### src/hw/rtl/assert_macros.svh
// assertion helpers, compiled out for synthesis
`ifndef ASSERT_MACROS_SVH
`define ASSERT_MACROS_SVH

`ifndef SYNTHESIS

// property holds at every clock edge outside reset
`define DKEF_ASSERT(label, clk, rst, prop) \
   label: assert property (@(posedge clk) disable iff (rst) (prop)) \
      else $error("assertion failed");

// condition a implies condition b in the next cycle
`define DKEF_ASSERT_NEXT(label, clk, rst, a, b) \
   label: assert property (@(posedge clk) disable iff (rst) (a) |=> (b)) \
      else $error("assertion failed");

`else

`define DKEF_ASSERT(label, clk, rst, prop)
`define DKEF_ASSERT_NEXT(label, clk, rst, a, b)

`endif

`endif

### src/hw/rtl/dkef_pkg.sv
`default_nettype none

package dkef_pkg;

   localparam int FIFO_DEPTH = 128;
   localparam int NUM_KEYS   = 8;
   localparam int PTR_W      = $clog2(FIFO_DEPTH);
   localparam int KEY_W      = (NUM_KEYS > 1) ? $clog2(NUM_KEYS) : 1;
   localparam int CNT_W      = 10;
   localparam int EVENT_W    = 4;

   localparam logic [CNT_W-1:0] DEBOUNCE_RESET = CNT_W'(20);

   typedef enum logic [1:0] {
      CMD_TICK = 2'd0,
      CMD_EDGE = 2'd1,
      CMD_READ = 2'd2,
      CMD_NONE = 2'd3
   } command_type;

   typedef struct packed {
      logic [1:0] command;
      logic [2:0] key_index;
      logic [7:0] pin_levels;
   } req_type;

   typedef struct packed {
      logic       read_valid;
      logic [2:0] event_key;
      logic       event_level;
      logic       buffer_nonempty;
      logic [6:0] entries_held;
   } rsp_type;

   // controller to datapath
   typedef struct packed {
      logic load_item;
      logic edge_load;
      logic tick_step;
      logic read_step;
      logic finish;
   } ctl_type;

   // datapath to controller
   typedef struct packed {
      logic key_last;
      logic out_free;
   } sts_type;

   typedef enum logic [4:0] {
      S_IDLE = 5'b00001,
      S_EDGE = 5'b00010,
      S_TICK = 5'b00100,
      S_READ = 5'b01000,
      S_DONE = 5'b10000
   } state_type;

endpackage

`default_nettype wire

### src/hw/rtl/dkef_ram.sv
`default_nettype none

module dkef_ram #(
   parameter int WIDTH = 4,
   parameter int DEPTH = 128
) (
   input  wire logic                     clock,
   input  wire logic                     wr_en,
   input  wire logic [$clog2(DEPTH)-1:0] wr_addr,
   input  wire logic [WIDTH-1:0]         wr_data,
   input  wire logic                     rd_en,
   input  wire logic [$clog2(DEPTH)-1:0] rd_addr,
   output logic      [WIDTH-1:0]         rd_data
);

   logic [WIDTH-1:0] mem_ff [DEPTH];
   logic [WIDTH-1:0] rd_data_ff;

   always_ff @(posedge clock) begin
      if (wr_en) begin
         mem_ff[wr_addr] <= wr_data;
      end
      if (rd_en) begin
         rd_data_ff <= mem_ff[rd_addr];
      end
   end

   assign rd_data = rd_data_ff;

endmodule

`default_nettype wire

### src/hw/rtl/dkef_ctrl.sv
`default_nettype none
`include "assert_macros.svh"

module dkef_ctrl
   import dkef_pkg::*;
(
   input  wire logic       clock,
   input  wire logic       reset,
   input  wire logic       req_valid,
   input  wire logic [1:0] req_command,
   output logic            req_stall,
   input  wire sts_type    sts,
   output ctl_type         ctl
);

   state_type state_ff, state_in;

   always_comb begin
      state_in = state_ff;
      ctl      = '0;
      case (state_ff)
         S_IDLE: begin
            if (req_valid) begin
               ctl.load_item = 1'b1;
               case (req_command)
                  CMD_TICK: state_in = S_TICK;
                  CMD_EDGE: state_in = S_EDGE;
                  CMD_READ: state_in = S_READ;
                  default:  state_in = S_DONE;
               endcase
            end
         end
         S_EDGE: begin
            ctl.edge_load = 1'b1;
            state_in      = S_DONE;
         end
         S_TICK: begin
            // one key countdown per cycle, ascending key order
            ctl.tick_step = 1'b1;
            if (sts.key_last) begin
               state_in = S_DONE;
            end
         end
         S_READ: begin
            ctl.read_step = 1'b1;
            state_in      = S_DONE;
         end
         S_DONE: begin
            if (sts.out_free) begin
               ctl.finish = 1'b1;
               state_in   = S_IDLE;
            end
         end
         default: begin
            state_in = S_IDLE;
         end
      endcase
   end

   always_ff @(posedge clock) begin
      if (reset) begin
         state_ff <= S_IDLE;
      end else begin
         state_ff <= state_in;
      end
   end

   assign req_stall = (state_ff != S_IDLE);

   `DKEF_ASSERT_NEXT(a_tick_runs_all_keys, clock, reset,
      state_ff == S_TICK && !sts.key_last, state_ff == S_TICK)
   `DKEF_ASSERT_NEXT(a_done_waits_for_output, clock, reset,
      state_ff == S_DONE && !sts.out_free, state_ff == S_DONE)

endmodule

`default_nettype wire

### src/hw/rtl/dkef_dp.sv
`default_nettype none
`include "assert_macros.svh"

module dkef_dp
   import dkef_pkg::*;
(
   input  wire logic             clock,
   input  wire logic             reset,
   input  wire req_type          req_data,
   input  wire logic             csr_valid,
   input  wire logic [CNT_W-1:0] csr_data,
   input  wire ctl_type          ctl,
   output sts_type               sts,
   output logic                  rsp_valid,
   input  wire logic             rsp_stall,
   output rsp_type               rsp_data
);

   req_type          item_ff, item_in;
   logic [CNT_W-1:0] ticks_ff, ticks_in;
   logic [CNT_W-1:0] count_ff [NUM_KEYS];
   logic [CNT_W-1:0] count_in [NUM_KEYS];
   logic [KEY_W-1:0] key_cnt_ff, key_cnt_in;
   logic [PTR_W-1:0] rp_ff, rp_in;
   logic [PTR_W-1:0] wp_ff, wp_in;
   logic             pop_ff, pop_in;
   logic             rsp_valid_ff, rsp_valid_in;
   rsp_type          rsp_data_ff, rsp_data_in;

   logic [CNT_W-1:0]   cur_count;
   logic [CNT_W-1:0]   dec_count;
   logic [PTR_W-1:0]   entries;
   logic               fifo_empty;
   logic               fifo_full;
   logic               ram_wr_en;
   logic [EVENT_W-1:0] ram_wr_data;
   logic               ram_rd_en;
   logic [EVENT_W-1:0] ram_rd_data;

   dkef_ram #(
      .WIDTH (EVENT_W),
      .DEPTH (FIFO_DEPTH)
   ) u_event_ram (
      .clock   (clock),
      .wr_en   (ram_wr_en),
      .wr_addr (wp_ff),
      .wr_data (ram_wr_data),
      .rd_en   (ram_rd_en),
      .rd_addr (rp_ff),
      .rd_data (ram_rd_data)
   );

   assign entries    = wp_ff - rp_ff;
   assign fifo_empty = (rp_ff == wp_ff);
   // one slot stays free
   assign fifo_full  = (PTR_W'(wp_ff + 1'b1) == rp_ff);
   assign cur_count  = count_ff[key_cnt_ff];
   assign dec_count  = cur_count - 1'b1;

   assign sts.key_last = (key_cnt_ff == KEY_W'(NUM_KEYS - 1));
   assign sts.out_free = !rsp_valid_ff || !rsp_stall;

   always_comb begin
      item_in      = item_ff;
      ticks_in     = ticks_ff;
      count_in     = count_ff;
      key_cnt_in   = key_cnt_ff;
      rp_in        = rp_ff;
      wp_in        = wp_ff;
      pop_in       = pop_ff;
      rsp_valid_in = rsp_valid_ff;
      rsp_data_in  = rsp_data_ff;
      ram_wr_en    = 1'b0;
      ram_wr_data  = {key_cnt_ff, item_ff.pin_levels[key_cnt_ff]};
      ram_rd_en    = 1'b0;

      if (csr_valid) begin
         ticks_in = csr_data;
      end

      if (ctl.load_item) begin
         item_in    = req_data;
         key_cnt_in = '0;
         pop_in     = 1'b0;
      end

      if (ctl.edge_load) begin
         // a zero setting counts as one tick
         count_in[item_ff.key_index] = (ticks_ff == '0) ? CNT_W'(1) : ticks_ff;
      end

      if (ctl.tick_step) begin
         key_cnt_in = key_cnt_ff + 1'b1;
         if (cur_count != '0) begin
            count_in[key_cnt_ff] = dec_count;
            // countdown expired: push event unless full
            if (dec_count == '0 && !fifo_full) begin
               ram_wr_en = 1'b1;
               wp_in     = wp_ff + 1'b1;
            end
         end
      end

      if (ctl.read_step && !fifo_empty) begin
         ram_rd_en = 1'b1;
         rp_in     = rp_ff + 1'b1;
         pop_in    = 1'b1;
      end

      if (ctl.finish) begin
         rsp_valid_in                = 1'b1;
         rsp_data_in.read_valid      = pop_ff;
         rsp_data_in.event_key       = pop_ff ? ram_rd_data[EVENT_W-1:1] : 3'd0;
         rsp_data_in.event_level     = pop_ff ? ram_rd_data[0] : 1'b0;
         rsp_data_in.buffer_nonempty = !fifo_empty;
         rsp_data_in.entries_held    = entries;
      end else if (rsp_valid_ff && !rsp_stall) begin
         rsp_valid_in = 1'b0;
      end
   end

   always_ff @(posedge clock) begin
      if (reset) begin
         ticks_ff     <= DEBOUNCE_RESET;
         count_ff     <= '{default: '0};
         key_cnt_ff   <= '0;
         rp_ff        <= '0;
         wp_ff        <= '0;
         pop_ff       <= 1'b0;
         rsp_valid_ff <= 1'b0;
      end else begin
         ticks_ff     <= ticks_in;
         count_ff     <= count_in;
         key_cnt_ff   <= key_cnt_in;
         rp_ff        <= rp_in;
         wp_ff        <= wp_in;
         pop_ff       <= pop_in;
         rsp_valid_ff <= rsp_valid_in;
      end
   end

   always_ff @(posedge clock) begin
      item_ff     <= item_in;
      rsp_data_ff <= rsp_data_in;
   end

   assign rsp_valid = rsp_valid_ff;
   assign rsp_data  = rsp_data_ff;

   `DKEF_ASSERT(a_no_push_when_full, clock, reset, ram_wr_en |-> !fifo_full)
   `DKEF_ASSERT(a_no_pop_when_empty, clock, reset, ram_rd_en |-> !fifo_empty)
   `DKEF_ASSERT(a_finish_into_free_slot, clock, reset, ctl.finish |-> sts.out_free)

endmodule

`default_nettype wire

### src/hw/rtl/debounced_key_event_fifo.sv
`default_nettype none

// Per-key debounce with an event queue. Each accepted request gives exactly one
// response: an edge request restarts its key's countdown, a tick request walks
// the key countdowns one key per cycle and queues an event (key, sampled pin
// level) for every countdown that expires, and a read request pops the oldest
// event. The queue holds up to FIFO_DEPTH-1 events; events arriving when full
// are lost. A tick visits the keys one after another, since the single
// countdown update and queue write port are shared across keys; a read
// request goes through the registered queue memory.
// A new request can be accepted while the previous response is still stalled.
// The debounce register must be written through the csr port only while no
// request is in flight; the block does not enforce this. csr_ready is always high.
module debounced_key_event_fifo
   import dkef_pkg::*;
(
   input  wire logic             clock,
   input  wire logic             reset,
   input  wire logic             req_valid,
   output logic                  req_stall,
   input  wire req_type          req_data,
   output logic                  rsp_valid,
   input  wire logic             rsp_stall,
   output rsp_type               rsp_data,
   input  wire logic             csr_valid,
   output logic                  csr_ready,
   input  wire logic [CNT_W-1:0] csr_data
);

   ctl_type ctl;
   sts_type sts;

   assign csr_ready = 1'b1;

   dkef_ctrl u_ctrl (
      .clock       (clock),
      .reset       (reset),
      .req_valid   (req_valid),
      .req_command (req_data.command),
      .req_stall   (req_stall),
      .sts         (sts),
      .ctl         (ctl)
   );

   dkef_dp u_dp (
      .clock     (clock),
      .reset     (reset),
      .req_data  (req_data),
      .csr_valid (csr_valid),
      .csr_data  (csr_data),
      .ctl       (ctl),
      .sts       (sts),
      .rsp_valid (rsp_valid),
      .rsp_stall (rsp_stall),
      .rsp_data  (rsp_data)
   );

endmodule

`default_nettype wire
### config.mk
export PLATFORM = sky130hd
export DESIGN_NAME = debounced_key_event_fifo
export DESIGN_NICKNAME = d
export VERILOG_FILES = /design/src/hw/rtl/dkef_pkg.sv /design/src/hw/rtl/dkef_ram.sv /design/src/hw/rtl/dkef_ctrl.sv /design/src/hw/rtl/dkef_dp.sv /design/src/hw/rtl/debounced_key_event_fifo.sv
export VERILOG_INCLUDE_DIRS = /design/src /design/src/hw/rtl
export SDC_FILE = /design/constraint.sdc
export NUM_CORES = 1
export LEC_CHECK = 0
export BUFFER_PORTS_ARGS = -buffer_cell sky130_fd_sc_hd__buf_2
export CAP_MARGIN = 40
export CORE_ASPECT_RATIO = 1.25
export CORE_UTILIZATION = 45
export DETAILED_ROUTE_END_ITERATION = 10
export GPL_ROUTABILITY_DRIVEN = 1
export PLACE_DENSITY = 0.72
export SLEW_MARGIN = 20
export SYNTH_ARGS = -nofsm -noshare
export SYNTH_HDL_FRONTEND = slang
export SYNTH_HIERARCHICAL = 1
export SYNTH_SLANG_ARGS = --single-unit
export TNS_END_PERCENT = 5
### constraint.sdc
create_clock -name clock -period 23.8 [get_ports clock]
set_clock_uncertainty 0.05 [all_clocks]
set_input_delay 2.38 -clock clock [delete_from_list [all_inputs] [get_ports clock]]
set_output_delay 2.38 -clock clock [all_outputs]
set_load 0.005 [all_outputs]
### Yosys cells after proc, flatten, opt, wreduce, memory -nomap -nowiden

Memories as Yosys holds them, arrays and structs flattened. A register that Yosys moved wholly into a read port is not among the register bits.
Cells that the tools add are included.

| word-level totals | value |
|---|---|
| bits in registers | 138 |
| RAM bits | 512 |
| input port bits | 28 |
| word-level logic and storage cells | 108 |
| memories kept | 1 |

Memories:

| name | words | bits a word | rd ports | clocked after Yosys merged registers in | write ports | RTL line | source |
|---|---|---|---|---|---|---|---|
| u_dp.u_event_ram.mem_ff | 128 | 4 | 1 | 1 | 1 | dkef_ram.sv:16 | `logic [WIDTH-1:0] mem_ff [DEPTH];` |

| cells by class | value |
|---|---|
| $add $sub $neg | 5 |
| order comparisons | 5 |
| equality and inequality tests | 14 |
| mux-type cells | 39 |
| bitwise logic cells | 2 |
| reduce and logical (&&, ||, !) cells | 20 |

Operators by type and width:

| operator | count |
|---|---|
| 2-to-1 mux 80 bit | 3 |
| bitwise mux 80 bit | 2 |
| demux 10 bit (select 3 bit) | 2 |
| 2-to-1 mux 10 bit | 5 |
| binary-select mux 10 bit (select 3 bit) | 1 |
| zero test 10 bit | 2 |
| one-hot mux 5 bit (4 select lines) | 1 |
| 2-to-1 mux 1 bit | 18 |
| 2-to-1 mux 5 bit | 3 |
| one-hot mux 5 bit (3 select lines) | 1 |
| adder 7 x 1 -> 7 bit, second input constant | 2 |
| equality test 7 bit | 2 |
| nonzero test 10 bit | 1 |
| subtractor 10 x 1 -> 10 bit, second input constant | 1 |
| >= comparator 4 bit, second input constant | 2 |
| less-than comparator 4 x 1 -> 1 bit, second input constant | 2 |
| inverter 3 -> 4 bit | 2 |
| subtractor 7 bit | 1 |
| 2-to-1 mux 3 bit | 2 |
| inequality test 2 bit, second input constant | 3 |
| AND reduction 3 bit | 2 |
| nonzero test 2 bit | 3 |
| equality test 5 x 1 -> 1 bit, second input constant | 1 |
| equality test 5 x 2 -> 1 bit, second input constant | 1 |
| 15 further kinds | 22 |

### Logic depth before layout (Yosys ltp)

Gate-level depths: netlist (run 1).

| logic depth | value |
|---|---|
| depth after elaboration | 12 |
| mapped depth | 17 |

### Cells and area by module

The synthesis (run 1) kept the hierarchy.

Modules (own cells, without submodules):

| module | times used | cells each | area an instance (µm²) |
|---|---|---|---|
| dkef_ram | 1 | 908 | 20233.2 |
| dkef_dp | 1 | 728 | 7049.3 |
| dkef_ctrl | 1 | 37 | 315.3 |
| debounced_key_event_fifo | 1 | 2 | 11.3 |

### Least setup slack after synthesis (run 1)

OpenSTA, ideal clock, no wires.

| timing path | value |
|---|---|
| path type | reg2reg |
| start point | register u_dp.key_cnt_ff[0] |
| end point | memory u_dp.u_event_ram.mem_ff[0][0], data pin |
| library setup time | 1.795 ns |
| arrival time | 11.316 ns |
| data required time | 21.955 ns |
| slack | 10.639 ns |
| cell stages (with the launch flop) | 6 |
| buffers on the path | 3 |
| period minus slack after synthesis | 13.161 ns |
| cell sequence | dfxtp_1 -> buf_2 -> buf_2 -> buf_1 -> mux2i_1 -> o311ai_0 |

| between the ends | value |
|---|---|
| word-level cells in the longest chain between the ends | 2 |

RTL lines:

| item | RTL line | source |
|---|---|---|
| from (decl) | dkef_dp.sv:23 | `logic [KEY_W-1:0] key_cnt_ff, key_cnt_in;` |
| from (signal assigned) | dkef_dp.sv:134 | `key_cnt_ff <= key_cnt_in;` |
| binary-select mux 1 bit (select 3 bit) | dkef_dp.sv:74 | `ram_wr_data = {key_cnt_ff, item_ff.pin_levels[key_cnt_ff]};` |
| 2-to-1 mux 1 bit (not written as such) | dkef_dp.sv:74 |  |
| named net u_dp.ram_wr_data[0] | dkef_dp.sv:36 | `logic [EVENT_W-1:0] ram_wr_data;` |
| to (decl) | dkef_ram.sv:16 |  |

The timed path passes the listed nets, and every way through them passes these cells. The select of a mux whose other input is x is not followed.

### Final worst setup path (run 1)

| timing path | value |
|---|---|
| start point | register u_dp.key_cnt_ff[1] |
| end point | memory u_dp.u_event_ram.mem_ff[10][0], enable pin |

| between the ends | value |
|---|---|
| word-level cells in the longest chain between the ends | 12 |
| elaborated cells between the ends (all ways) | 13 |
| classes of those cells | add/sub (1); mux (8); bitwise (1); reduce/logical (3) |

RTL lines:

| item | RTL line | source |
|---|---|---|
| inverter 3 -> 4 bit (not written as such) * | dkef_dp.sv:57 | `assign cur_count = count_ff[key_cnt_ff];` |
| binary-select mux 10 bit (select 3 bit) * | dkef_dp.sv:57 |  |
| 2-to-1 mux 10 bit (not written as such) * (2 in a row) | dkef_dp.sv:57 |  |
| subtractor 10 x 1 -> 10 bit | dkef_dp.sv:58 | `assign dec_count = cur_count - 1'b1;` |
| zero test 10 bit | dkef_dp.sv:97 | `if (dec_count == '0 && !fifo_full) begin` |
| logical AND 1 bit | dkef_dp.sv:97 |  |
| 2-to-1 mux 1 bit | dkef_dp.sv:97 |  |
| 2-to-1 mux 1 bit * | dkef_dp.sv:94 | `if (cur_count != '0) begin` |
| 2-to-1 mux 1 bit * | dkef_dp.sv:92 | `if (ctl.tick_step) begin` |
| named net u_dp.ram_wr_en | dkef_dp.sv:35 | `logic ram_wr_en;` |
| 2-to-1 mux 1 bit * | dkef_ram.sv:20 | `if (wr_en) begin` |
| 2-to-1 mux 1 bit (not written as such) * | dkef_ram.sv:21 | `mem_ff[wr_addr] <= wr_data;` |

The timed path passes the listed nets; every way through them passes the cells marked *. The select of a mux whose other input is x is not followed.

==> flow_summary.ini, run 1 <==
[status]
status = complete, no violations

[cts]
cts.hold.buffers_added = 0
htreeDepth = 2
worst_skew_pair.late_latency_ns = 0.63
cts_num_sinks = 654
cts_max_path_buffers = 3
cts_tree = yes
cts_inserted_buffers = 61
cts_resized = 0
root_buffer = clkbuf_16
clk_pin_slew_worst_paths_ns = 0.06
post-cts-setup-buffers = 0

[final_layout]
fin_util_pct = 50.99
layout_commonest_cell = edfxtp_1
final_cell_mix = 540 x edfxtp_1, 233 x nor2_1, 181 x mux4_2, 107 x dfxtp_1, 102 x mux2i_1
layout.nets = 1753
diodes = 0
syn_to_final_growth_pct = 12.02
drive_gt1_share_pct = 23.12

[floorplan]
die_area_sq_um = 62350
core_area_sq_um = 60660
row_count = 101
start_util_pct = 45.52
pin_count = 44
fp.dieH_microns = 278.9
die_x_microns = 223.5

[critical_path]
cp_common_cell = buf_4
crit_chain = buf_4, buf_4, buf_16, nor3b_1, o21ai_0, o2111ai_1, nor4_1, nand2_1, xnor2_1, buf_4, nor3_1, buf_2, nor2b_1, nand2_1, nor2_1
reg2reg_from = u_dp/key_cnt_ff[1]$_SDFFE_PP0P_
slowest_delay_ns = 0.73
path_max_fanout = 55
worstReg2RegEnd = u_dp/u_event_ram/mem_ff[10][0]$_DFFE_PP_
criticalPathCategory = reg2reg
crit_slowest_cell = dfxtp_4
end_kind = register
cp.arrival_ns = 6.24
cp.required_ns = 24.03
reg2reg_slack_ns = 17.79
critPathBufInv = 5
reg2reg_depth = 15
cp_top_family = simple AND/OR/NAND/NOR gates
start_kind = register

[logic_synthesis]
synth-async-reset-ratio_pct = 0
synthTopCellsByArea = edfxtp_1 59%, mux4_2 15%, dfxtp_1 8.3%
synth_area_sq_um = 27610
synth_top_cell_by_area = edfxtp_1
synth_warnings = 6
syn_inst = 1675
yosysSeqAreaShare_pct = 67.00
avgSynthCellArea_sq_um = 16.48
ys_seq_elements = 654
syn_nets = 1716
netlist.area_leader.share_pct = 58.73
synth-edff-count = 540
synth_ff_type = edfxtp_1
yosysUniqueCellTypes = 65

[route]
ant_nets = 0
wl_per_cell_microns = 26.03
first_pass_iters = 6
drc = 0
viasPerCell = 6.067
finalWirelength_mm = 66.04
routed-via-count = 15390
drtIter0Drc = 1542

[sta]
finalCritPeriodShare_pct = 25.23
setup_violations = 0
final_hold_viol_count = 0
slew_violations = 0
rsz0062_at_grt = false
fmax_ghz = 0.1665
relSlewSlack_pct = 38.43
worst_pin_slew_ns = 0.9235
finalSetupTns_ns = 0
min_period_ns = 6.006

[hold_path]
min_to = u_dp/ticks_ff[0]$_SDFFE_PP0P_
hold_path.class = reg2reg
hold_start = u_dp/ticks_ff[0]$_SDFFE_PP0P_
min_path_cells = 2

[flow_run]
maxCapViolations = 0

[power]
vdd_drop_max_v = 0.00005483
power_density_nw_per_um2 = 73.38
power.leakage_nw = 9.987

[grt]
grt_pass1_vias = 15670
grt_pass1_wl_mm = 98.46
grt_max_degree = 107
antenna_found_initial = 1
grt_use_total_pct = 21.32
overflow = 0

[place]
hpwl_mm = 42.79
io_buffers = 42
gp_congestion = 0.8291
==> flip-flops by register name, indices dropped and copies added, names as in the netlist <==
| register | flops |
|---|---|
| u_dp/item_ff | 11 |
| u_dp/rsp_data | 13 |
| u_dp/rsp_valid | 1 |
| u_dp/wp_ff | 7 |
| u_dp/u_event_ram/rd_data | 4 |
| u_ctrl/state_ff | 5 |
| u_dp/u_event_ram/mem_ff | 512 |
| u_dp/key_cnt_ff | 3 |
| u_dp/count_ff | 80 |
| u_dp/rp_ff | 7 |
| u_dp/ticks_ff | 10 |
| u_dp/pop_ff | 1 |
==> tightest hold or removal path, cell delays in order (launching register included) <==
cell,delay (ns)
dfxtp_1,0.33
mux2i_1,0.07
nor2_1,0.07
==> power by group <==
part           internal [mW]  total (mW)  switching, mW
Combinational        0.00790      0.0261         0.0182
Sequential              1.23        1.24        0.00576
Clock                  0.586        1.01          0.420
==> metrics by stage <==
stage                     hold WS [ns]  power, mW  area (sq um)  setup slack, ns  std cells
after floorplan                 0.4109      1.277         27610            10.64       1675
after global placement          0.4430      1.286         28540            17.01       2401
after detailed placement        0.4425      1.288         28800            17.75       2418
after CTS                       0.4624      2.288         30880            17.71       2534
after global routing            0.4876      2.328         30930            17.29       2537
final                           0.4581      2.270         30930            17.79       2537
==> per-layer routing <==
layer / part of all wire [%] / vias up / track usage [%]
met5: 0 / - / 0
met4: 4.3 / 0 / 8.693
met3: 5.9 / 147 / 3.430
met2: 53 / 636 / 38.21
met1: 37 / 7961 / 25.47
li1: - / 6648 / -
==> worst max-delay path by stage <==
stage	depth (start not counted)	endpoint	from	slack, ns
6_report	15	u_dp/u_event_ram/mem_ff[10][0]$_DFFE_PP_	u_dp/key_cnt_ff[1]$_SDFFE_PP0P_	17.79
5_1_grt	16	u_dp/u_event_ram/mem_ff[46][0]$_DFFE_PP_	u_dp/key_cnt_ff[1]$_SDFFE_PP0P_	17.29
4_1_cts	14	u_dp/u_event_ram/mem_ff[102][0]$_DFFE_PP_	u_dp/key_cnt_ff[1]$_SDFFE_PP0P_	17.71
3_5_place_dp	14	u_dp/u_event_ram/mem_ff[102][1]$_DFFE_PP_	u_dp/key_cnt_ff[1]$_SDFFE_PP0P_	17.75
3_3_place_gp	12	u_dp/u_event_ram/mem_ff[93][0]$_DFFE_PP_	u_dp/key_cnt_ff[1]$_SDFFE_PP0P_	17.01
2_1_floorplan	5	u_dp/u_event_ram/mem_ff[0][0]$_DFFE_PP_	u_dp/key_cnt_ff[0]$_SDFFE_PP0P_	10.64
==> cell type report <==
class	instances	area (sq um)
clock inverter	42	441.7
fill	4811	29730
sequential	654	18520
clock buffer	74	1638
multi-input combinational	893	8605
tap	772	965.9
timing repair buffer	81	680.7
inverter	21	78.83
==> synth_stat cells, drive strengths merged, types with 21 or more instances <==
cell	number
a211oi	63
a21oi	21
buf	44
clkbuf	63
dfxtp	114
edfxtp	540
mux2	24
mux2i	103
mux4	181
nand2	60
nand3	28
nor2	235
nor3	21
==> logic make-up (layout without fill, tap and decap cells) <==
| kind of cell | after synthesis | count (layout) | share of synthesized area (%) |
|---|---|---|---|
| AOI/OAI and AO/OA | 126 | 126 | 3.236 |
| xor gates and xnor gates | 25 | 25 | 0.7931 |
| adders and majority gates | 13 | 13 | 0.6163 |
| buffers and inverters | 128 | 218 | 1.944 |
| DFF | 654 | 654 | 67.00 |
| muxes | 308 | 308 | 19.52 |
| other | 1 | 1 | 0.01358 |
| and+or+nand+nor | 420 | 420 | 6.875 |
Note: power is estimated with default switching activity, not from simulation.
==> inputs of run 2 (changes only) <==
--- a/config.mk
+++ b/config.mk
@@ -12,7 +12,7 @@
 export CORE_UTILIZATION = 45
 export DETAILED_ROUTE_END_ITERATION = 10
 export GPL_ROUTABILITY_DRIVEN = 1
-export PLACE_DENSITY = 0.72
+export PLACE_DENSITY = 0.75
 export SLEW_MARGIN = 20
 export SYNTH_ARGS = -nofsm -noshare
 export SYNTH_HDL_FRONTEND = slang
==> constraint.sdc (replaced) <==
create_clock -name clock -period 4.9 [get_ports clock]
set_clock_uncertainty 0.05 [all_clocks]
set_input_delay 0.49 -clock clock [delete_from_list [all_inputs] [get_ports clock]]
set_output_delay 0.49 -clock clock [all_outputs]
set_load 0.005 [all_outputs]
==> run 2 against run 1 <==
Compared with the run above: core utilization increased by 1.2 points; largest cell class unchanged; count of clock-buffer cells in the layout is 1 higher; sequential power rose to 4.8 times the previous value; critical path depth is 3 lower; die area stayed put; wire length rose by 0.20%; final cell count rose by 1.6%; design area grew 2.3%; combinational power increased to 5.0 times the previous value; setup slack worse by 18 ns; worst hold slack worse by 0.43 ns.
==> flow_summary.ini, run 2 (same netlist as run 1, synthesis figures left out) <==
[final_layout]
multiInputGateArea_sq_um = 8926
layout_commonest_cell = edfxtp_1
regMostFlops = u_dp/u_event_ram/mem_ff
seq_area_sq_um = 18520
drive_gt1_share_pct = 27.08
largest_reg_flops = 512
diodes = 0
final_cell_mix = 540 x edfxtp_1, 193 x nor2_1, 181 x mux4_2, 107 x dfxtp_1, 101 x mux2i_1
syn_to_final_growth_pct = 14.62
fillers = 4652
design_area_sq_um = 31650
layout.nets = 1793

[power]
vdd_drop_max_v = 0.0002791
power.leakage_nw = 10.19
power_density_nw_per_um2 = 359.2

[sta]
slew_violations = 0
final.setup.worst_slack_ns = 0.2601
min_period_ns = 4.640
setup_violations = 0
fmax_ghz = 0.2155
finalSetupTns_ns = 0
relSlewSlack_pct = 41.88
final_hold_viol_count = 0
finalCritPeriodShare_pct = 94.69
rsz0062_at_grt = false
worst_pin_slew_ns = 0.8718

[cts]
cts_max_path_buffers = 3
cts_inserted_buffers = 67
cts_tree = yes
cts_num_sinks = 654
worst_skew_pair.late_latency_ns = 0.61
root_buffer = clkbuf_16
htreeDepth = 3
post-cts-setup-buffers = 0
clk_pin_slew_worst_paths_ns = 0.06

[place]
postPlaceCellArea_sq_um = 29300
pre_cts_ws_ns = 0.2449
io_buffers = 42
hpwl_mm = 42.03
gp_congestion = 0.8446

[route]
wl_met3_mm = 4.370
drtIter0Drc = 1451
met2_length_mm = 34.70
first_pass_iters = 5
ant_nets = 0
wl_per_cell_microns = 25.67
wl_met1_mm = 24.18
viasPerCell = 6.019
topRoutingLayerUsed = met4
routed-via-count = 15520
drc = 0
finalWirelength_mm = 66.17

[floorplan]
fp.dieH_microns = 278.9
row_count = 101
pin_count = 44
die_x_microns = 223.5
die_area_sq_um = 62350
core_area_sq_um = 60660
start_util_pct = 45.52

[critical_path]
cp.required_ns = 5.17
crit_slowest_cell = or4_4
criticalPathCategory = reg2reg
critPathBufInv = 3
start_kind = register
slowest_delay_ns = 0.59
cp.arrival_ns = 4.91
end_kind = register
path_max_fanout = 20
crit_chain = mux2_2, mux2i_2, clkinv_2, ha_1, xnor2_2, a311o_1, or4_4, nor3_4, buf_4, nand4_1, nor3_1, buf_4
cp_top_family = simple AND/OR/NAND/NOR gates
cp_common_cell = buf_4

[flow_run]
maxCapViolations = 0

[status]
status = complete, no violations

[grt]
overflow = 0
grt_pass1_vias = 16210
grt_use_total_pct = 21.54
antenna_found_initial = 3
grt_pass1_wl_mm = 100.0
grt_max_degree = 129

[hold_path]
hold_path.class = in2reg
==> run 2: cell count changes in the layout (fill, tap and decap cells not counted), sizes merged <==
cell,change
bufinv,+1
buf,+28
clkinv,+3
clkbuf,+1
dlygate4sd3,+6
inv,+2
==> run 2: final cells by class <==
class / count / area share (%)
clock inverter: 48 / 1.672
sequential: 654 / 58.52
timing repair buffer: 115 / 2.835
tap: 772 / 3.052
multi-input combinational: 893 / 28.21
inverter: 21 / 0.2530
clock buffer: 75 / 5.460
==> run 2: stage by stage <==
stage	std cells	util, %	hold slack, ns	power [mW]
finish	2578	52.17	0.02993	11.37
global route	2578	52.17	0.01269	11.66
detailed placement	2448	48.30	0.4724	6.255
floorplan	1675	-	0.4109	6.190
global placement	2438	48.05	0.4480	6.247
CTS	2577	52.12	0.002014	11.45
==> run 2: report_power, final <==
| part | switching (mW) | internal (mW) |
|---|---|---|
| logic | 0.0898 | 0.0403 |
| registers | 0.0287 | 5.98 |
| clock network | 2.14 | 3.09 |
==> run 2: worst paths after layout <==
kind	cells after the start	slack [ns]	to	from
worst max-delay path	12	0.26	u_dp/u_event_ram/mem_ff[100][1]$_DFFE_PP_	u_dp/key_cnt_ff[0]$_SDFFE_PP0P_
worst min-delay path	1	0.03	u_dp/item_ff[5]$_DFFE_PP_	req_data[5]
worst max register to register	12	0.26	u_dp/u_event_ram/mem_ff[100][1]$_DFFE_PP_	u_dp/key_cnt_ff[0]$_SDFFE_PP0P_
worst min register to register	2	0.48	u_dp/ticks_ff[0]$_SDFFE_PP0P_	u_dp/ticks_ff[0]$_SDFFE_PP0P_
==> run 2: worst reg2reg max path: cells and delay by family (launching register included) <==
kind / cells / cell delay, ns
AND/OR/NAND/NOR: 4 / 1.64
buffers and inverters: 3 / 0.61
multiplexers: 2 / 0.60
flip-flops: 1 / 0.55
AO/OA/AOI/OAI: 1 / 0.38
adder cells (fa/ha/maj): 1 / 0.28
XOR/XNOR: 1 / 0.26
==> run 2: per-layer routing <==
layer	vias to the layer above	GRT usage [%]
met2	707	38.25
met1	7889	25.53
met3	189	3.241
met5	-	0
li1	6732	-
met4	0	10.50
==> run 2: timing repair <==
| item | CTS | global route |
|---|---|---|
| setup endpoints to repair | 0 | 8 |
| hold buffers | 6 | 0 |
| hold endpoints to repair | 6 | 0 |
| gates resized for setup | 0 | 3 |
